==> config.mk <==
export PLATFORM = sky130hd
export DESIGN_NAME = jfp_scan
export DESIGN_NICKNAME = d
export VERILOG_FILES = /design/src/design/jfp_pkg.sv /design/src/design/jfp_scan.sv
export SDC_FILE = /design/constraint.sdc
export NUM_CORES = 1
export LEC_CHECK = 0
export BUFFER_PORTS_ARGS = -buffer_cell sky130_fd_sc_hd__buf_2
export CAP_MARGIN = 0
export CORE_ASPECT_RATIO = 1.4
export CORE_MARGIN = 10
export CORE_UTILIZATION = 45
export DETAILED_ROUTE_END_ITERATION = 6
export PLACE_DENSITY = 0.76
export REMOVE_ABC_BUFFERS = 1
export SKIP_CTS_REPAIR_TIMING = 1
export SYNTH_ARGS = -nofsm -noshare
export SYNTH_HDL_FRONTEND = slang
export SYNTH_SLANG_ARGS = --single-unit
==> constraint.sdc <==
create_clock -name clk -period 7.9 [get_ports clk]
set_input_delay 0.395 -clock clk [delete_from_list [all_inputs] [get_ports clk]]
set_output_delay 0.395 -clock clk [all_outputs]
set_load 0.1 [all_outputs]
==> src/design/jfp_pkg.sv <==
`default_nettype none
package jfp_pkg;

  localparam int MAX_WIDTH      = 1024;
  localparam int MAX_HEIGHT     = 4096;
  localparam int VALUE_BITS     = 32;
  localparam int MIN_SIZE       = 3;

  localparam int COL_BITS       = $clog2(MAX_WIDTH);
  localparam int ROW_BITS       = $clog2(MAX_HEIGHT);
  localparam int GW_BITS        = 11;
  localparam int GH_BITS        = 13;
  localparam int CFG_INDEX_BITS = 1;
  localparam int CFG_DATA_BITS  = 13;

  localparam int OUT_FIELD_BITS = VALUE_BITS + ROW_BITS + COL_BITS;
  localparam int OUT_TDATA_BITS = ((OUT_FIELD_BITS + 7) / 8) * 8;
  localparam int OUT_PAD_BITS   = OUT_TDATA_BITS - OUT_FIELD_BITS;

  localparam logic [GW_BITS-1:0] GW_RESET = GW_BITS'(1024);
  localparam logic [GH_BITS-1:0] GH_RESET = GH_BITS'(4096);

  typedef enum logic [CFG_INDEX_BITS-1:0] {
    CFG_GRID_WIDTH  = 1'b0,
    CFG_GRID_HEIGHT = 1'b1
  } cfg_index_t;

  typedef logic signed [VALUE_BITS-1:0] value_t;

  // scan position of the word being accepted
  typedef struct packed {
    logic [COL_BITS-1:0] col;
    logic [ROW_BITS-1:0] point_row;
    logic                emit;
    logic                last;
  } pos_t;

endpackage
`default_nettype wire

==> src/design/jfp_scan.sv <==
`default_nettype none
module jfp_scan (
  input  wire logic                                 clk,
  input  wire logic                                 rst,
  input  wire logic                                 cfg_valid,
  output logic                                      cfg_ready,
  input  wire logic [jfp_pkg::CFG_INDEX_BITS-1:0]   cfg_index,
  input  wire logic [jfp_pkg::CFG_DATA_BITS-1:0]    cfg_data,
  input  wire logic                                 advance,
  output jfp_pkg::pos_t                             pos
);
  import jfp_pkg::*;

  logic [GW_BITS-1:0]  grid_width;
  logic [GH_BITS-1:0]  grid_height;
  logic [COL_BITS-1:0] col;
  logic [ROW_BITS-1:0] row;

  logic [GW_BITS-1:0]  w_eff;
  logic [GH_BITS-1:0]  h_eff;
  logic [GW_BITS-1:0]  col_wide;
  logic [GH_BITS-1:0]  row_wide;
  logic                col_wrap;
  logic                row_wrap;

  assign cfg_ready = 1'b1;

  always_comb begin
    if (grid_width < GW_BITS'(MIN_SIZE)) begin
      w_eff = GW_BITS'(MIN_SIZE);
    end else if (grid_width > GW_BITS'(MAX_WIDTH)) begin
      w_eff = GW_BITS'(MAX_WIDTH);
    end else begin
      w_eff = grid_width;
    end
    if (grid_height < GH_BITS'(MIN_SIZE)) begin
      h_eff = GH_BITS'(MIN_SIZE);
    end else if (grid_height > GH_BITS'(MAX_HEIGHT)) begin
      h_eff = GH_BITS'(MAX_HEIGHT);
    end else begin
      h_eff = grid_height;
    end
  end

  assign col_wide = GW_BITS'(col);
  assign row_wide = GH_BITS'(row);
  assign col_wrap = (col_wide + GW_BITS'(1)) >= w_eff;
  assign row_wrap = (row_wide + GH_BITS'(1)) >= h_eff;

  always_comb begin
    pos.col       = col;
    pos.point_row = row - ROW_BITS'(1);
    pos.emit      = (row >= ROW_BITS'(2)) && (row_wide <= h_eff - GH_BITS'(1)) &&
                    (col >= COL_BITS'(1)) && (col_wide <= w_eff - GW_BITS'(2));
    pos.last      = (row_wide == h_eff - GH_BITS'(1)) && (col_wide == w_eff - GW_BITS'(2));
  end

  always_ff @(posedge clk) begin
    if (rst) begin
      grid_width  <= GW_RESET;
      grid_height <= GH_RESET;
      col         <= '0;
      row         <= '0;
    end else begin
      if (cfg_valid && cfg_ready) begin
        unique case (cfg_index_t'(cfg_index))
          CFG_GRID_WIDTH:  grid_width  <= cfg_data[GW_BITS-1:0];
          CFG_GRID_HEIGHT: grid_height <= cfg_data[GH_BITS-1:0];
        endcase
      end
      if (advance) begin
        if (col_wrap) begin
          col <= '0;
          row <= row_wrap ? '0 : row + ROW_BITS'(1);
        end else begin
          col <= col + COL_BITS'(1);
        end
      end
    end
  end

`ifndef SYNTHESIS
  a_col_wrap: assert property (@(posedge clk) disable iff (rst)
    advance && col_wrap |=> col == '0)
    else $error("column did not wrap at end of row");
  a_col_step: assert property (@(posedge clk) disable iff (rst)
    advance && !col_wrap |=> col == $past(col) + COL_BITS'(1) && row == $past(row))
    else $error("column step wrong");
  a_hold: assert property (@(posedge clk) disable iff (rst)
    !advance |=> $stable(col) && $stable(row))
    else $error("scan moved without a word");
  a_emit_interior: assert property (@(posedge clk) disable iff (rst)
    pos.emit |-> col != '0 && row >= ROW_BITS'(2))
    else $error("border point marked for output");
`endif

endmodule
`default_nettype wire

==> results.yml <==
global_routing:
  grt_util_all_layers_pct: 15.9
  grt_antenna_before_repair: 0
  grt_pass1_vias: 3670
  gr-total-overflow: 0
  grt_first_pass_wirelength_um: 17100
  grt_max_degree: 38
critical_path:
  crit_top_cell: "nor2_1"
  critPathLaunchType: "flip-flop"
  r2r_slack_ps: 3830
  slowest_stage: "nor4_4"
  critPathKind: "reg -> out"
  slowest_delay_ps: 500
  path_max_fanout: 7
  required_ps: 7510
  cp-end-kind: "primary output"
  cp_cell_sequence: "nor4_4 > nand3_1 > nor2_1 > o21ai_0 > ha_1 > inv_1 > nor2_1 > nor2_1 > ha_1 > and3_1 > a221o_1 > a21oi_1 > o21ai_0 > a311oi_1 > buf_2"
  cp.arrival_ps: 4300
synth:
  syn_area_per_cell_um2: 7.79
  async_flop_share_pct: 0
  synth_cells: 501
  yosysSeqAreaShare_pct: 23.6
  synth_area_leaders: "dfxtp_1 (24%), ha_1 (17%), nand2_1 (8.1%)"
  synth_flop_cell: "dfxtp_1"
  netlist.area_leader.share_pct: 23.6
  ys_types: 58
  syn-cell-area_um2: 3900
  synth_area_leader_cell: "dfxtp_1"
  ys_seq_elements: 46
  synth_edf_count: 0
  synth_warnings: 0
floorplanning:
  core_area_um2: 8510
  rows: 40
  initial_utilization_pct: 45.9
  io-pin-count: 43
  dieHeight_um: 130
  die_w_um: 98.7
  die_area_um2: 12900
route:
  totalWireLength_um: 10500
  drt-vias-per-instance: 5.96
  via_count: 3775
  drtPass1Iterations: 5
  drtAntennaViolNets: 0
  drtIter0Drc: 156
  drc: 0
  wl_per_cell_um: 16.6
timing:
  min_period_ps: 4700
  setup_viol: 0
  final-hold-violation-count: 0
  worst_pin_slew_ps: 750
  finalWorstSetupSlack_ps: 3200
  skew_ps: 3.67
  fin_setup_tns_ps: 0
  finalCritPeriodShare_pct: 59.5
  relSlewSlack_pct: 49.8
  drv_slew: 0
  max_freq_mhz: 213
  hold_ws_ps: 317
  rsz0062_at_grt: "no"
clocking:
  cts-buffers-inserted: 5
  clock_latency_ps: 290
  clockBufferDepth: 2
  cts_root_buffer: "clkbuf_16"
  cts-htree-levels: 2
  clock-sinks: 46
  clkTransAtPathRegs_ps: 70
  tritoncts: "yes"
power_and_ir_drop:
  seqPwrFrac_pct: 38.1
  p_leak_nw: 2.00
  power_switching_uw: 223
  peakVddDrop_uv: 103
  internal-power_uw: 441
  pwr-share-clk_pct: 36.7
  pwr-share-comb_pct: 25.1
  netSwitchingFraction_pct: 33.6
  powerDensity_nw_per_um2: 154
layout:
  final_common_cell: "nand2_1"
  layout-drive-gt1-share_pct: 11.6
  stdcell_area_um2: 4310
  nets: 599
  antenna_cells: 0
  fillCellCount: 846
  syn_to_final_growth_pct: 10.3
  layout_common_cells: "nand2_1 (84), ha_1 (54), a21oi_1 (47)"
  fin_util_pct: 50.6
status:
  run_status: "finished clean"
placed_design:
  port_buffers: 41
  hpwlAfterDp_um: 8300
  pre_cts_slack_ps: 3610
  gp_congestion: 0.887
  postPlaceCellArea_um2: 4140
flow_run:
  cap_violations: 0
min_path:
  hold_path_class: "in -> reg"
power groups by stage:
stage | logic (mW) | clock network, mW | registers (mW)
2_1_floorplan | 0.119 | 0 | 0.262
3_3_place_gp | 0.160 | 0 | 0.258
3_5_place_dp | 0.165 | 0 | 0.258
4_1_cts | 0.166 | 0.243 | 0.253
5_1_grt | 0.182 | 0.253 | 0.254
6_report | 0.167 | 0.244 | 0.253
sequential cells by signal, summed over array words and instances, names as in the netlist:
signal,cells
col,10
grid_height,13
grid_width,11
row,12
worst max-delay path: cells and delay by family (launching register included):
kind / cells / cell delay [ps]
AND/OR/NAND/NOR: 6 / 1270
AO/OA/AOI/OAI: 5 / 1080
buffers and inverters: 2 / 700
adder cells (fa/ha/maj): 2 / 570
flip-flops: 1 / 380
cell families after synthesis:
family / Yosys count / synth area share (%)
AOI/OAI and AO/OA: 123 / 21.3
xor gates and xnor gates: 33 / 7.40
adders and majority gates: 54 / 17.3
buffers and inverters: 36 / 3.91
DFF: 46 / 23.6
muxes: 1 / 0.288
other: 1 / 0.0961
and+or+nand+nor: 207 / 26.1
cell usage after synthesis (2+ instances only):
master,n
o21a_1,6
a31oi_1,3
nand2b_1,8
or3_1,2
a21o_1,9
nand4_1,7
a221oi_1,2
o21bai_1,2
nand2_1,84
and3_1,11
a211o_1,3
nor4_1,3
a211oi_1,3
nor2b_1,6
dfxtp_1,46
a32o_1,5
o21ai_0,13
nand4b_1,2
or2_2,2
a22o_1,10
clkbuf_1,14
xor2_1,14
nor2_1,34
buf_2,5
xnor2_1,19
o31ai_1,4
nand3_1,19
a21oi_1,47
inv_1,13
ha_1,54
o22ai_1,7
nor3_1,16
or3_4,3
metal layers:
metal | routed length, um | part of all wire, % | vias to the layer above | GRT usage (%)
li1 | - | - | 1850 | -
met1 | 4030 | 38 | 1772 | 15.8
met2 | 5510 | 52 | 108 | 29.9
met3 | 412 | 3.9 | 45 | 2.43
met4 | 578 | 5.5 | 0 | 10.4
met5 | 0 | 0 | - | 0
final timing paths:
path                            cells past startpoint      startpoint               to
worst min register to register                      2   grid_width[0]    grid_width[0]
worst max-delay path                               15  grid_height[2]           pos[1]
worst min-delay path                                3    cfg_data[12]  grid_height[12]
worst max register to register                     13          row[1]           row[0]
per-stage QoR:
step	cells	total power, mW
after detailed placement	625	0.423
after floorplan	479	0.381
after global placement	625	0.418
after CTS	633	0.662
after global routing	633	0.689
final	633	0.663
cell type report:
| class | instances | area, um^2 | area share, % |
|---|---|---|---|
| repair buffers | 41 | 205 | 4.76 |
| flip-flops and latches | 46 | 921 | 21.4 |
| well taps | 105 | 131 | 3.05 |
| clock buffers | 6 | 129 | 2.99 |
| clock inverters | 2 | 37.5 | 0.872 |
| inverters | 14 | 52.6 | 1.22 |
| multi-input cells | 419 | 2830 | 65.7 |
Note: power is estimated with default switching activity, not from simulation.
