<file path="config.mk">
export PLATFORM = sky130hd
export DESIGN_NAME = jfp_stencil
export DESIGN_NICKNAME = d
export VERILOG_FILES = /design/src/design/jfp_pkg.sv /design/src/design/jfp_stencil.sv
export SDC_FILE = /design/constraint.sdc
export NUM_CORES = 1
export LEC_CHECK = 0
export ABC_AREA = 0
export BUFFER_PORTS_ARGS = -buffer_cell sky130_fd_sc_hd__clkbuf_2
export CAP_MARGIN = 10
export CORE_MARGIN = 1
export CORE_UTILIZATION = 30
export DETAILED_ROUTE_END_ITERATION = 12
export GPL_ROUTABILITY_DRIVEN = 0
export GPL_TIMING_DRIVEN = 0
export PLACE_DENSITY = 0.51
export SYNTH_ARGS = -nofsm -noshare
export SYNTH_HDL_FRONTEND = slang
export SYNTH_SLANG_ARGS = --single-unit
</file>
<file path="constraint.sdc">
create_clock -name clk -period 4.5 [get_ports clk]
set_input_delay 0.225 -clock clk [delete_from_list [all_inputs] [get_ports clk]]
set_output_delay 0.225 -clock clk [all_outputs]
set_load 0.1 [all_outputs]
</file>
<file path="src/design/jfp_pkg.sv">
`default_nettype none
package jfp_pkg;

  localparam int MAX_WIDTH      = 1024;
  localparam int MAX_HEIGHT     = 4096;
  localparam int VALUE_BITS     = 32;
  localparam int MIN_SIZE       = 3;

  localparam int COL_BITS       = $clog2(MAX_WIDTH);
  localparam int ROW_BITS       = $clog2(MAX_HEIGHT);
  localparam int GW_BITS        = 11;
  localparam int GH_BITS        = 13;
  localparam int CFG_INDEX_BITS = 1;
  localparam int CFG_DATA_BITS  = 13;

  localparam int OUT_FIELD_BITS = VALUE_BITS + ROW_BITS + COL_BITS;
  localparam int OUT_TDATA_BITS = ((OUT_FIELD_BITS + 7) / 8) * 8;
  localparam int OUT_PAD_BITS   = OUT_TDATA_BITS - OUT_FIELD_BITS;

  localparam logic [GW_BITS-1:0] GW_RESET = GW_BITS'(1024);
  localparam logic [GH_BITS-1:0] GH_RESET = GH_BITS'(4096);

  typedef enum logic [CFG_INDEX_BITS-1:0] {
    CFG_GRID_WIDTH  = 1'b0,
    CFG_GRID_HEIGHT = 1'b1
  } cfg_index_t;

  typedef logic signed [VALUE_BITS-1:0] value_t;

  // scan position of the word being accepted
  typedef struct packed {
    logic [COL_BITS-1:0] col;
    logic [ROW_BITS-1:0] point_row;
    logic                emit;
    logic                last;
  } pos_t;

endpackage
`default_nettype wire

</file>
<file path="src/design/jfp_stencil.sv">
`default_nettype none
module jfp_stencil (
  input  wire logic                                 clk,
  input  wire logic                                 rst,
  input  wire logic                                 s1_valid,
  input  wire jfp_pkg::pos_t                        s1_pos,
  input  wire logic [jfp_pkg::VALUE_BITS-1:0]       up,
  input  wire logic [jfp_pkg::VALUE_BITS-1:0]       left,
  input  wire logic [jfp_pkg::VALUE_BITS-1:0]       right,
  input  wire logic [jfp_pkg::VALUE_BITS-1:0]       down,
  output logic                                      s1_step,
  output logic                                      m_tvalid,
  input  wire logic                                 m_tready,
  output logic [jfp_pkg::OUT_TDATA_BITS-1:0]        m_tdata,
  output logic                                      m_tlast
);
  import jfp_pkg::*;

  localparam int SUM_BITS = VALUE_BITS + 2;

  logic signed [SUM_BITS-1:0] sum;
  value_t                     new_value;
  logic [ROW_BITS-1:0]        point_row;
  logic [COL_BITS-1:0]        point_col;
  logic                       last_of_sweep;

  // floor of sum/4 is the arithmetic shift by two
  assign sum = SUM_BITS'(value_t'(up)) + SUM_BITS'(value_t'(left)) +
               SUM_BITS'(value_t'(right)) + SUM_BITS'(value_t'(down));

  assign s1_step = s1_valid && (!s1_pos.emit || !m_tvalid || m_tready);

  always_ff @(posedge clk) begin
    if (rst) begin
      m_tvalid <= 1'b0;
    end else if (s1_step && s1_pos.emit) begin
      m_tvalid <= 1'b1;
    end else if (m_tready) begin
      m_tvalid <= 1'b0;
    end
  end

  always_ff @(posedge clk) begin
    if (s1_step && s1_pos.emit) begin
      new_value     <= sum[SUM_BITS-1:2];
      point_row     <= s1_pos.point_row;
      point_col     <= s1_pos.col;
      last_of_sweep <= s1_pos.last;
    end
  end

  assign m_tdata = {{OUT_PAD_BITS{1'b0}}, point_col, point_row, new_value};
  assign m_tlast = last_of_sweep;

`ifndef SYNTHESIS
  a_hold_stall: assert property (@(posedge clk) disable iff (rst)
    s1_valid && s1_pos.emit && m_tvalid && !m_tready |-> !s1_step)
    else $error("stencil result overwrote a pending word");
  a_load: assert property (@(posedge clk) disable iff (rst)
    s1_step && s1_pos.emit |=> m_tvalid)
    else $error("interior point lost");
  a_border_pass: assert property (@(posedge clk) disable iff (rst)
    s1_valid && !s1_pos.emit |-> s1_step)
    else $error("border point stalled");
`endif

endmodule
`default_nettype wire

</file>
==> results of run 1 <==
==> logic make-up (layout without fill, tap and decap cells) <==
| kind of cell | after synthesis | in the layout | synth area share [%] |
|---|---|---|---|
| buffers and inverters | 194 | 415 | 13.8 |
| adder cells (fa/ha/maj) | 96 | 96 | 31.6 |
| AO/OA/AOI/OAI | 94 | 94 | 11.2 |
| AND/OR/NAND/NOR | 74 | 74 | 6.73 |
| flip-flops | 56 | 56 | 31.3 |
| XOR/XNOR | 32 | 32 | 5.25 |
| other | 1 | 2 | 0.0703 |
==> area by class of cell <==
type / count / area, um^2 / share of cell area [%]
Timing Repair Buffer: 213 / 1080 / 15.8
Tap cell: 225 / 282 / 4.11
Buffer: 11 / 48.8 / 0.713
Clock buffer: 6 / 129 / 1.88
Inverter: 183 / 687 / 10.0
Sequential cell: 56 / 1670 / 24.4
Clock inverter: 2 / 12.5 / 0.183
Multi-Input combinational cell: 298 / 2940 / 42.9
==> how the worst max path moves through the flow <==
stage | to | slack (ns) | cells past startpoint
after floorplan | m_tlast$_DFFE_PP_ | 0.18 | 3
after global placement | new_value[29]$_DFFE_PP_ | 0.42 | 15
after detailed placement | new_value[29]$_DFFE_PP_ | 0.47 | 15
after CTS | new_value[29]$_DFFE_PP_ | 0.76 | 15
after global routing | new_value[29]$_DFFE_PP_ | 0.52 | 15
final | new_value[29]$_DFFE_PP_ | 0.78 | 15
==> placed cells by master (no fill, tap or decap), types with 2 or more instances in the layout <==
cell type and instances:
a211oi_1 3, a21o_1 3, a21oi_1 33, a31oi_1 5, buf_4 2, clkbuf_1 10, clkbuf_16 5, clkbuf_2 212
conb_1 2, edfxtp_1 55, fa_1 65, ha_1 31, inv_1 183, nand2_1 25, nand3_1 6, nand4_1 8
nor2_1 20, nor2b_1 2, nor3_1 3, o211ai_1 3, o21ai_0 15, o21ai_1 8, o21bai_1 6, o31ai_1 5
o31ai_2 2, xnor2_1 17, xor2_1 15
==> per-stage QoR <==
| step | hold WS, ns | total power, mW |
|---|---|---|
| 6_report | 0.0913 | 3.24 |
| 5_1_grt | 0.0985 | 3.50 |
| 4_1_cts | 0.0831 | 3.28 |
| 3_5_place_dp | 0.392 | 2.90 |
| 3_3_place_gp | 0.385 | 2.89 |
| 2_1_floorplan | 0.297 | 2.45 |
==> flip-flops by register name (all words and copies together), names as in the netlist <==
signal     cells
new_value     32
point_row     12
point_col     10
m_tlast        1
m_tvalid       1
==> power breakdown <==
| group | internal, mW | total, mW | switching, mW |
|---|---|---|---|
| clock | 0.206 | 0.370 | 0.165 |
| sequential | 0.743 | 0.764 | 0.0206 |
| combinational | 0.632 | 2.11 | 1.47 |
| total | 1.58 | 3.24 | 1.66 |
==> critical path, cell delays in order <==
cell	delay, ns
clkbuf_2	0.07
inv_1	0.04
fa_1	0.52
inv_1	0.05
fa_1	0.53
nand2_1	0.06
nor2_1	0.11
fa_1	0.24
a211oi_1	0.10
o31ai_1	0.35
a31oi_1	0.25
o31ai_2	0.45
a21oi_1	0.23
o31ai_1	0.39
xor2_1	0.11
==> layer usage <==
layer / track usage, % / vias to the layer above
met5: 0 / -
met4: 1.87 / 0
met3: 2.17 / 5
met2: 21.6 / 147
met1: 17.1 / 1898
li1: - / 2148
==> reports/qor.yml, run 1 <==
setup_slack_ns: 0.778
syn2layout_area_growth_pct: 28.3
cts_sinks: 56
synth_edf_count: 55
first_global_vias: 4127
arrival_ns: 3.74
yosysTopAreaCell: "edfxtp_1"
fmax_mhz: 269
cts_max_level: 2
core-area_um2: 17400
yosys-top-cells-count: "inv_1 (183), fa_1 (65), edfxtp_1 (55)"
ios: 215
root_buffer: "clkbuf_16"
synth-seq-cells: 56
wl_met2_um: 5310
path_class: "input port to register"
cts.reportedPaths.clkPinSlew_ns: 0.07
ir_drop_mv: 0.208
drv_cap: 0
place_inst: 986
highest_layer: "met4"
fin_skew_ns: 0.00375
cts-buffers-inserted: 5
cp-startpoint: "up[1]"
die_w_um: 135
power_leakage_nw: 3.60
rsz0062_at_grt: "no"
ff2ff_setup_slack_ns: 2.73
antenna_cells: 0
drv_slew: 0
required_ns: 4.52
async_flop_share_pct: 0
fillers: 1763
synth_area_leaders: "edfxtp_1 (31%), fa_1 (24%), inv_1 (13%)"
final_cells: 994
maxSlewHeadroom_pct: 60.0
syn_avg_cell_area_um2: 9.76
cts_tree: "yes"
yosysMostFrequentCell: "inv_1"
synth_top_flop_cell: "edfxtp_1"
hold_viol: 0
antenna_found_initial: 0
ant_nets: 0
route.detailed.drc: 0
cts_setup_buffers: 0
grt_pass1_wl_um: 18800
routed_wl_um: 11400
final_area_um2: 6850
powerDensity_nw_per_um2: 473
start_kind: "input port"
clockBufferDepth: 2
initial_core_util_pct: 30.8
met1Wirelength_um: 5240
drive_gt1_share_pct: 29.9
synthCells: 547
hold_path.class: "input port to register"
reg2reg_depth: 4
yosysWarnings: 0
insertion_delay_ns: 0.28
drt-wirelength-per-cell_um: 11.5
setup_viol: 0
finalCritPeriodShare_pct: 82.7
ctsResizeCount: 0
worst_pin_slew_ns: 0.603
whs_path_depth: 2
cp-end-kind: "register"
outcome: "finished, final reports clean"
port_buffers: 212
regToRegStartpoint: "m_tvalid$_SDFFE_PP0P_"
dieArea_um2: 18300
fin_setup_tns_ns: 0
drt_iter0_drc: 187
whs_endpoint: "m_tvalid$_SDFFE_PP0P_"
utilization_pct: 39.4
via_count: 4198
place_ws_ns: 0.467
die_y_um: 135
grt_overflow: 0
rows: 48
yosysUniqueCellTypes: 46
ys_seq_area_share_pct: 31.3
dp.final_hpwl_um: 10200
viasPerCell: 4.22
hp-start: "rst"
place_area_um2: 6710
gr-usage-all-layers_pct: 12.7
drtPass1Iterations: 4
wl_met3_um: 774
grt_max_degree: 33
crit_fanout: 4
synth_area_um2: 5340
synth.top_cell.area_share_pct: 30.9
r2r-end: "point_row[7]$_DFFE_PP_"
final.min_clock_period_ns: 3.72
nNetsFinal: 1020
cts_hold_buf: 0
No activity file was read; power rests on OpenSTA's default activity.
==> inputs of run 2 (changes only) <==
--- a/config.mk
+++ b/config.mk
@@ -13,7 +13,7 @@
 export DETAILED_ROUTE_END_ITERATION = 12
 export GPL_ROUTABILITY_DRIVEN = 0
 export GPL_TIMING_DRIVEN = 0
-export PLACE_DENSITY = 0.51
+export PLACE_DENSITY = 0.53
 export SYNTH_ARGS = -nofsm -noshare
 export SYNTH_HDL_FRONTEND = slang
 export SYNTH_SLANG_ARGS = --single-unit
==> constraint.sdc (replaced) <==
create_clock -name clk -period 3.2 [get_ports clk]
set_input_delay 0.16 -clock clk [delete_from_list [all_inputs] [get_ports clk]]
set_output_delay 0.16 -clock clk [all_outputs]
set_load 0.1 [all_outputs]
==> run 2 against run 1 <==
The run now ends with setup timing left; core utilization up 2.1 points; cell count is 1.5% higher; die area did not move; clock power up 64%; largest cell class unchanged.
==> reports/qor.yml, run 2 (synthesis gave the netlist of run 1 again) <==
core-area_um2: 17400  # unchanged
path_class: "input port to register"
whs_path_depth: 2  # unchanged
rsz0062_at_grt: "yes"
p_comb_share_pct: 66.1  # +1.1 points
arrival_ns: 3.27  # -0.47 ns
final_common_cell: "clkbuf_2"
cts_tree: "yes"
place_inst: 986  # unchanged
utilization_pct: 41.6  # +2.1 points
p_seq_share_pct: 21.7  # -1.9 points
crit_chain: "buf_6 > inv_2 > fa_1 > inv_2 > fa_1 > ha_4 > a21oi_4 > or4b_4 > a21boi_4 > o31ai_4 > or3_4 > a311oi_2 > xnor2_1"
clockBufferDepth: 2  # unchanged
antenna_cells: 0  # unchanged
fillers: 1755  # -0.45%
reg2reg_depth: 4  # unchanged
powerDensity_nw_per_um2: 689  # +46%
drv_slew: 0  # unchanged
ios: 215  # unchanged
dieArea_um2: 18300  # unchanged
r2r-end: "new_value[14]$_DFFE_PP_"
nNetsFinal: 1035  # +1.5%
required_ns: 3.24  # -1.28 ns
cp-startpoint: "right[5]"
ant_nets: 0  # unchanged
antenna_found_initial: 0  # unchanged
outcome: "finished, violations left"
first_global_vias: 4051  # -1.8%
hp-start: "rst"
final_area_um2: 7220  # +5.4%
cts.reportedPaths.clkPinSlew_ns: 0.07  # about the same
rows: 48  # unchanged
viasPerCell: 4.25  # +0.58%
power.switching_mw: 2.47  # +49%
routed_wl_um: 11700  # +3.0%
drtPass1Iterations: 4  # unchanged
grt_overflow: 0  # unchanged
syn2layout_area_growth_pct: 35.2
hold_path.class: "input port to register"
ff2ff_setup_slack_ns: 1.42  # -1.31 ns
violations: "setup timing"
drv_cap: 0  # unchanged
cellInternalPower_mw: 2.50  # +58%
largestRegisters: "new_value: 32 flops, point_row: 12 flops, point_col: 10 flops"
drt-wirelength-per-cell_um: 11.6  # +1.4%
final_cell_mix: "clkbuf_2 (209), inv_1 (175), fa_1 (62)"
final.min_clock_period_ns: 3.23
maxSlewHeadroom_pct: 57.2  # -2.8 points
hold_viol: 0  # unchanged
cts-buffers-inserted: 5  # unchanged
dp.final_hpwl_um: 10200  # -0.19%
die_w_um: 135  # unchanged
finalPower_mw: 4.97  # +53%
drive_gt1_share_pct: 35.8  # +5.9 points
grt_max_degree: 32  # -3.0%
die_y_um: 135  # unchanged
final_cells: 1009  # +1.5%
route.detailed.drc: 0  # unchanged
insertion_delay_ns: 0.29  # about the same
fin_skew_ns: 0.00222  # -0.00152 ns
cts_max_level: 2  # unchanged
cp-end-kind: "register"
ir_drop_mv: 0.276  # +33%
regToRegStartpoint: "m_tvalid$_SDFFE_PP0P_"
power_leakage_nw: 3.72  # +3.3%
start_kind: "input port"
worst_pin_slew_ns: 0.642  # +0.0395 ns
slowest_stage: "fa_1"
whs_endpoint: "m_tvalid$_SDFFE_PP0P_"
regMostFlops: "new_value"
place_ws_ns: -0.589  # -1.06 ns
gr-usage-all-layers_pct: 13.0  # +0.29 points
setup_viol: 4  # +4
crit_fanout: 4  # unchanged
cts_sinks: 56  # unchanged
via_count: 4286  # +2.1%
drt_iter0_drc: 154  # -18%
port_buffers: 212  # unchanged
fmax_mhz: 309
sw_frac_of_total_pct: 49.7  # -1.5 points
cts_hold_buf: 0  # unchanged
grt_pass1_wl_um: 18900  # +0.62%
fin_setup_tns_ns: -0.0556  # -0.0556 ns
whs_ns: 0.0227  # -0.0686 ns
finalCritPeriodShare_pct: 101
slowest_delay_ns: 0.57  # +0.04 ns
place_area_um2: 6770  # +1.0%
initial_core_util_pct: 30.8  # unchanged
root_buffer: "clkbuf_16"
setup_slack_ns: -0.0324  # -0.810 ns
largest_reg_flops: 32  # unchanged
clock_power_share_pct: 12.2  # +0.8 points
run 2: area by class of cell:
type / count / area (um^2) / area share [%]
Buffer: 8 / 37.5 / 0.520
Clock buffer: 6 / 129 / 1.79
Clock inverter: 2 / 35.0 / 0.486
Inverter: 183 / 702 / 9.73
Multi-Input combinational cell: 298 / 3110 / 43.2
Sequential cell: 56 / 1670 / 23.2
Tap cell: 225 / 282 / 3.90
Timing Repair Buffer: 231 / 1240 / 17.3
run 2: worst max-delay path by stage:
stage,endpoint,cells after the start
after floorplan,new_value[30]$_DFFE_PP_,12
after global placement,new_value[29]$_DFFE_PP_,15
after detailed placement,new_value[29]$_DFFE_PP_,15
after CTS,new_value[30]$_DFFE_PP_,13
after global routing,new_value[27]$_DFFE_PP_,16
final,new_value[30]$_DFFE_PP_,13
run 2: power by group through the flow:
| stage | Clock [mW] | Sequential, mW | Combinational (mW) |
|---|---|---|---|
| final | 0.608 | 1.08 | 3.29 |
| after global routing | 0.655 | 1.09 | 3.60 |
| after CTS | 0.636 | 1.08 | 3.17 |
| after detailed placement | 0 | 1.10 | 3.03 |
| after global placement | 0 | 1.09 | 3.02 |
| after floorplan | 0 | 1.95 | 1.55 |
run 2: repair_timing:
action | CTS | global route
resized for setup | 14 | 18
buffers inserted | 5 | 13
setup endpoints to repair | 14 | 11
pin swaps | 14 | 18
gates cloned | 0 | 0
endpoints found under the hold margin | 0 | 0
run 2: worst max-delay path, delay by kind of cell:
family,cells,cell delay (ns)
buf+inv,3,0.14
xor+xnor,1,0.09
compound gates,4,0.68
simple gates,2,0.87
fa+ha+maj,3,1.34
run 2: metal layers:
| layer | wire (um) | GRT usage (%) | share of wire [%] | vias up |
|---|---|---|---|---|
| met5 | 0 | 0 | 0 | - |
| met4 | 85 | 2.62 | 0.72 | 0 |
| met3 | 752 | 2.54 | 6.4 | 6 |
| met2 | 5510 | 22.0 | 47 | 139 |
| met1 | 5380 | 17.1 | 46 | 1966 |
| li1 | - | - | - | 2175 |
==> inputs of run 3 (changes only) <==
--- a/config.mk
+++ b/config.mk
@@ -5,7 +5,7 @@
 export SDC_FILE = /design/constraint.sdc
 export NUM_CORES = 1
 export LEC_CHECK = 0
-export ABC_AREA = 0
+export ABC_AREA = 1
 export BUFFER_PORTS_ARGS = -buffer_cell sky130_fd_sc_hd__clkbuf_2
 export CAP_MARGIN = 10
 export CORE_MARGIN = 1
@@ -13,7 +13,7 @@
 export DETAILED_ROUTE_END_ITERATION = 12
 export GPL_ROUTABILITY_DRIVEN = 0
 export GPL_TIMING_DRIVEN = 0
-export PLACE_DENSITY = 0.53
+export PLACE_DENSITY = 0.52
 export SYNTH_ARGS = -nofsm -noshare
 export SYNTH_HDL_FRONTEND = slang
 export SYNTH_SLANG_ARGS = --single-unit
==> run 3 against run 2 <==
The run now ends clean; critical path type unchanged; flip-flop and latch count unchanged; register-to-register slack improved by 0.16 ns; count of clock-buffer cells in the layout decreased by 1; sequential share of layout area shrank 1.1 points; global-route usage increased by 0.29 points; total power down 0.92%.
==> reports/qor.yml, run 3 <==
utilization_pct: 39.0  # -2.6 points
synth_area_leaders: "edfxtp_1 (28%), fa_1 (22%), inv_1 (16%)"
hold_path.class: "input port to register"
initial_core_util_pct: 30.5  # -0.24 points
maxSlewHeadroom_pct: 61.1  # +4.0 points
ant_nets: 0  # unchanged
finalCritPeriodShare_pct: 83.2  # -18 points
rows: 51  # +6.3%
fillers: 2034  # +16%
finalPower_mw: 4.93  # -0.92%
fin_skew_ns: 0.00407  # +0.00185 ns
grt_pass1_wl_um: 21400  # +13%
grt_max_degree: 57  # +78%
syn_avg_cell_area_um2: 7.79  # -20%
routed_wl_um: 13000  # +11%
largestRegisters: "new_value: 32 flops, point_row: 12 flops, point_col: 10 flops"
ff2ff_setup_slack_ns: 1.58  # +0.16 ns
outcome: "finished, final reports clean"
whs_path_depth: 1  # -1
synth_top_flop_cell: "edfxtp_1"
ios: 215  # unchanged
grt_overflow: 0  # unchanged
start_kind: "input port"
reg2reg_depth: 4  # unchanged
clockBufferDepth: 2  # unchanged
hold_viol: 0  # unchanged
fin_setup_tns_ns: 0  # +0.0556 ns
yosysUniqueCellTypes: 31  # -33%
drt_iter0_drc: 173  # +12%
dp.final_hpwl_um: 11700  # +15%
async_flop_share_pct: 0  # unchanged
drv_slew: 0  # unchanged
rsz0062_at_grt: "no"
dieArea_um2: 20400  # +11%
port_buffers: 212  # unchanged
critical_path_buf_inv_count: 3  # unchanged
place_ws_ns: 0.218  # +0.807 ns
hp-start: "s1_pos[18]"
regMostFlops: "new_value"
fmax_mhz: 376  # +21%
yosysMostFrequentCell: "inv_1"
gr-usage-all-layers_pct: 13.3  # +0.29 points
whs_ns: 0.0403  # +0.0175 ns
largest_reg_flops: 32  # unchanged
synth-seq-cells: 56  # unchanged
final_common_cell: "inv_1"
regToRegStartpoint: "m_tvalid$_SDFFE_PP0P_"
yosysWarnings: 0  # unchanged
worst_pin_slew_ns: 0.585  # -0.0569 ns
drtPass1Iterations: 7  # +3
final_cell_mix: "inv_1 (260), clkbuf_2 (212), nand2_1 (193)"
power_leakage_nw: 4.44  # +19%
cts_max_level: 2  # unchanged
cts_sinks: 56  # unchanged
powerDensity_nw_per_um2: 650  # -5.7%
synth_area_um2: 5940  # +11%
crit_top_cell: "nand2_1"
die_w_um: 143  # +5.4%
core-area_um2: 19500  # +12%
cp-end-kind: "register"
first_global_vias: 4693  # +16%
cts_tree: "yes"
cts-buffers-inserted: 5  # unchanged
cts_setup_buffers: 0  # -5
slowest_delay_ns: 0.53  # -0.04 ns
crit_chain: "clkbuf_2 > inv_1 > fa_1 > inv_1 > fa_1 > nand2_1 > nor2_2 > fa_1 > nand2_1 > nand2_1 > nand3b_1 > nand2_2 > nand2_1 > nand2_1 > nand2_1 > nand3_1 > nand2_1 > nand2_1"
nNetsFinal: 1235  # +19%
cts_hold_buf: 0  # unchanged
yosysTopAreaCell: "edfxtp_1"
ys_seq_area_share_pct: 28.1  # -3.2 points
slowest_stage: "fa_1"
root_buffer: "clkbuf_16"
drive_gt1_share_pct: 25.3  # -11 points
route.detailed.drc: 0  # unchanged
cp_num_cells: 18  # +5
syn2layout_area_growth_pct: 27.7
path_class: "input port to register"
synth.top_cell.area_share_pct: 27.8  # -3.1 points
via_count: 4940  # +15%
synthCells: 762  # +39%
required_ns: 3.24  # about the same
crit_fanout: 3  # -1
drt-wirelength-per-cell_um: 10.4  # -10%
viasPerCell: 3.96  # -6.9%
insertion_delay_ns: 0.29  # about the same
cts.reportedPaths.clkPinSlew_ns: 0.07  # about the same
setup_viol: 0  # -4
antenna_found_initial: 0  # unchanged
drv_cap: 0  # unchanged
arrival_ns: 2.70  # -0.57 ns
ctsResizeCount: 0  # -14
antenna_cells: 0  # unchanged
path_delay_family: "adder cells"
die_y_um: 143  # +5.4%
final.min_clock_period_ns: 2.66  # -0.571 ns
ir_drop_mv: 0.256  # -7.2%
cp-startpoint: "up[1]"
setup_slack_ns: 0.539  # +0.571 ns
yosys-top-cells-count: "inv_1 (261), nand2_1 (193), fa_1 (65)"
synth_edf_count: 55  # unchanged
==> run 3: routing by layer <==
metal	track usage [%]	wire length, um
met1	17.3	6060
met2	23.1	6110
met3	2.05	762
met4	2.83	93
met5	0	0
==> run 3: cell families (layout without fill, tap and decap cells) <==
group,Yosys count,after routing,synth area share [%]
AND/OR/NAND/NOR,283,283,20.0
AO/OA/AOI/OAI,46,46,4.21
flip-flops,56,56,28.1
XOR/XNOR,16,16,2.36
other,1,2,0.0631
adder cells (fa/ha/maj),96,96,28.4
buffers and inverters,264,485,16.8
==> run 3: metrics by stage <==
step / instances / cell area (um^2)
6_report: 1249 / 7580
5_1_grt: 1249 / 7580
4_1_cts: 1248 / 7560
3_5_place_dp: 1240 / 7350
3_3_place_gp: 1240 / 7350
2_1_floorplan: 763 / 5950
==> run 3: final timing paths <==
check,endpoint
max,new_value[25]$_DFFE_PP_
min reg2reg,m_tvalid$_SDFFE_PP0P_
min,point_col[4]$_DFFE_PP_
max reg2reg,new_value[5]$_DFFE_PP_
==> run 3: cell type report <==
class                   instances  area, um^2  area share, %
plain buffers                   2        15.0          0.198
clock buffers                   5         125           1.65
clock inverters                 3        90.1           1.19
inverters                     262         987           13.0
multi-input cells             443        3280           43.3
flip-flops and latches         56        1670           22.1
well taps                     265         332           4.37
repair buffers                213        1080           14.3
==> run 3: power breakdown <==
| group | internal [mW] | total, mW | switching (mW) |
|---|---|---|---|
| clock | 0.527 | 0.776 | 0.249 |
| combinational | 0.880 | 3.10 | 2.22 |
| sequential | 1.02 | 1.05 | 0.0321 |
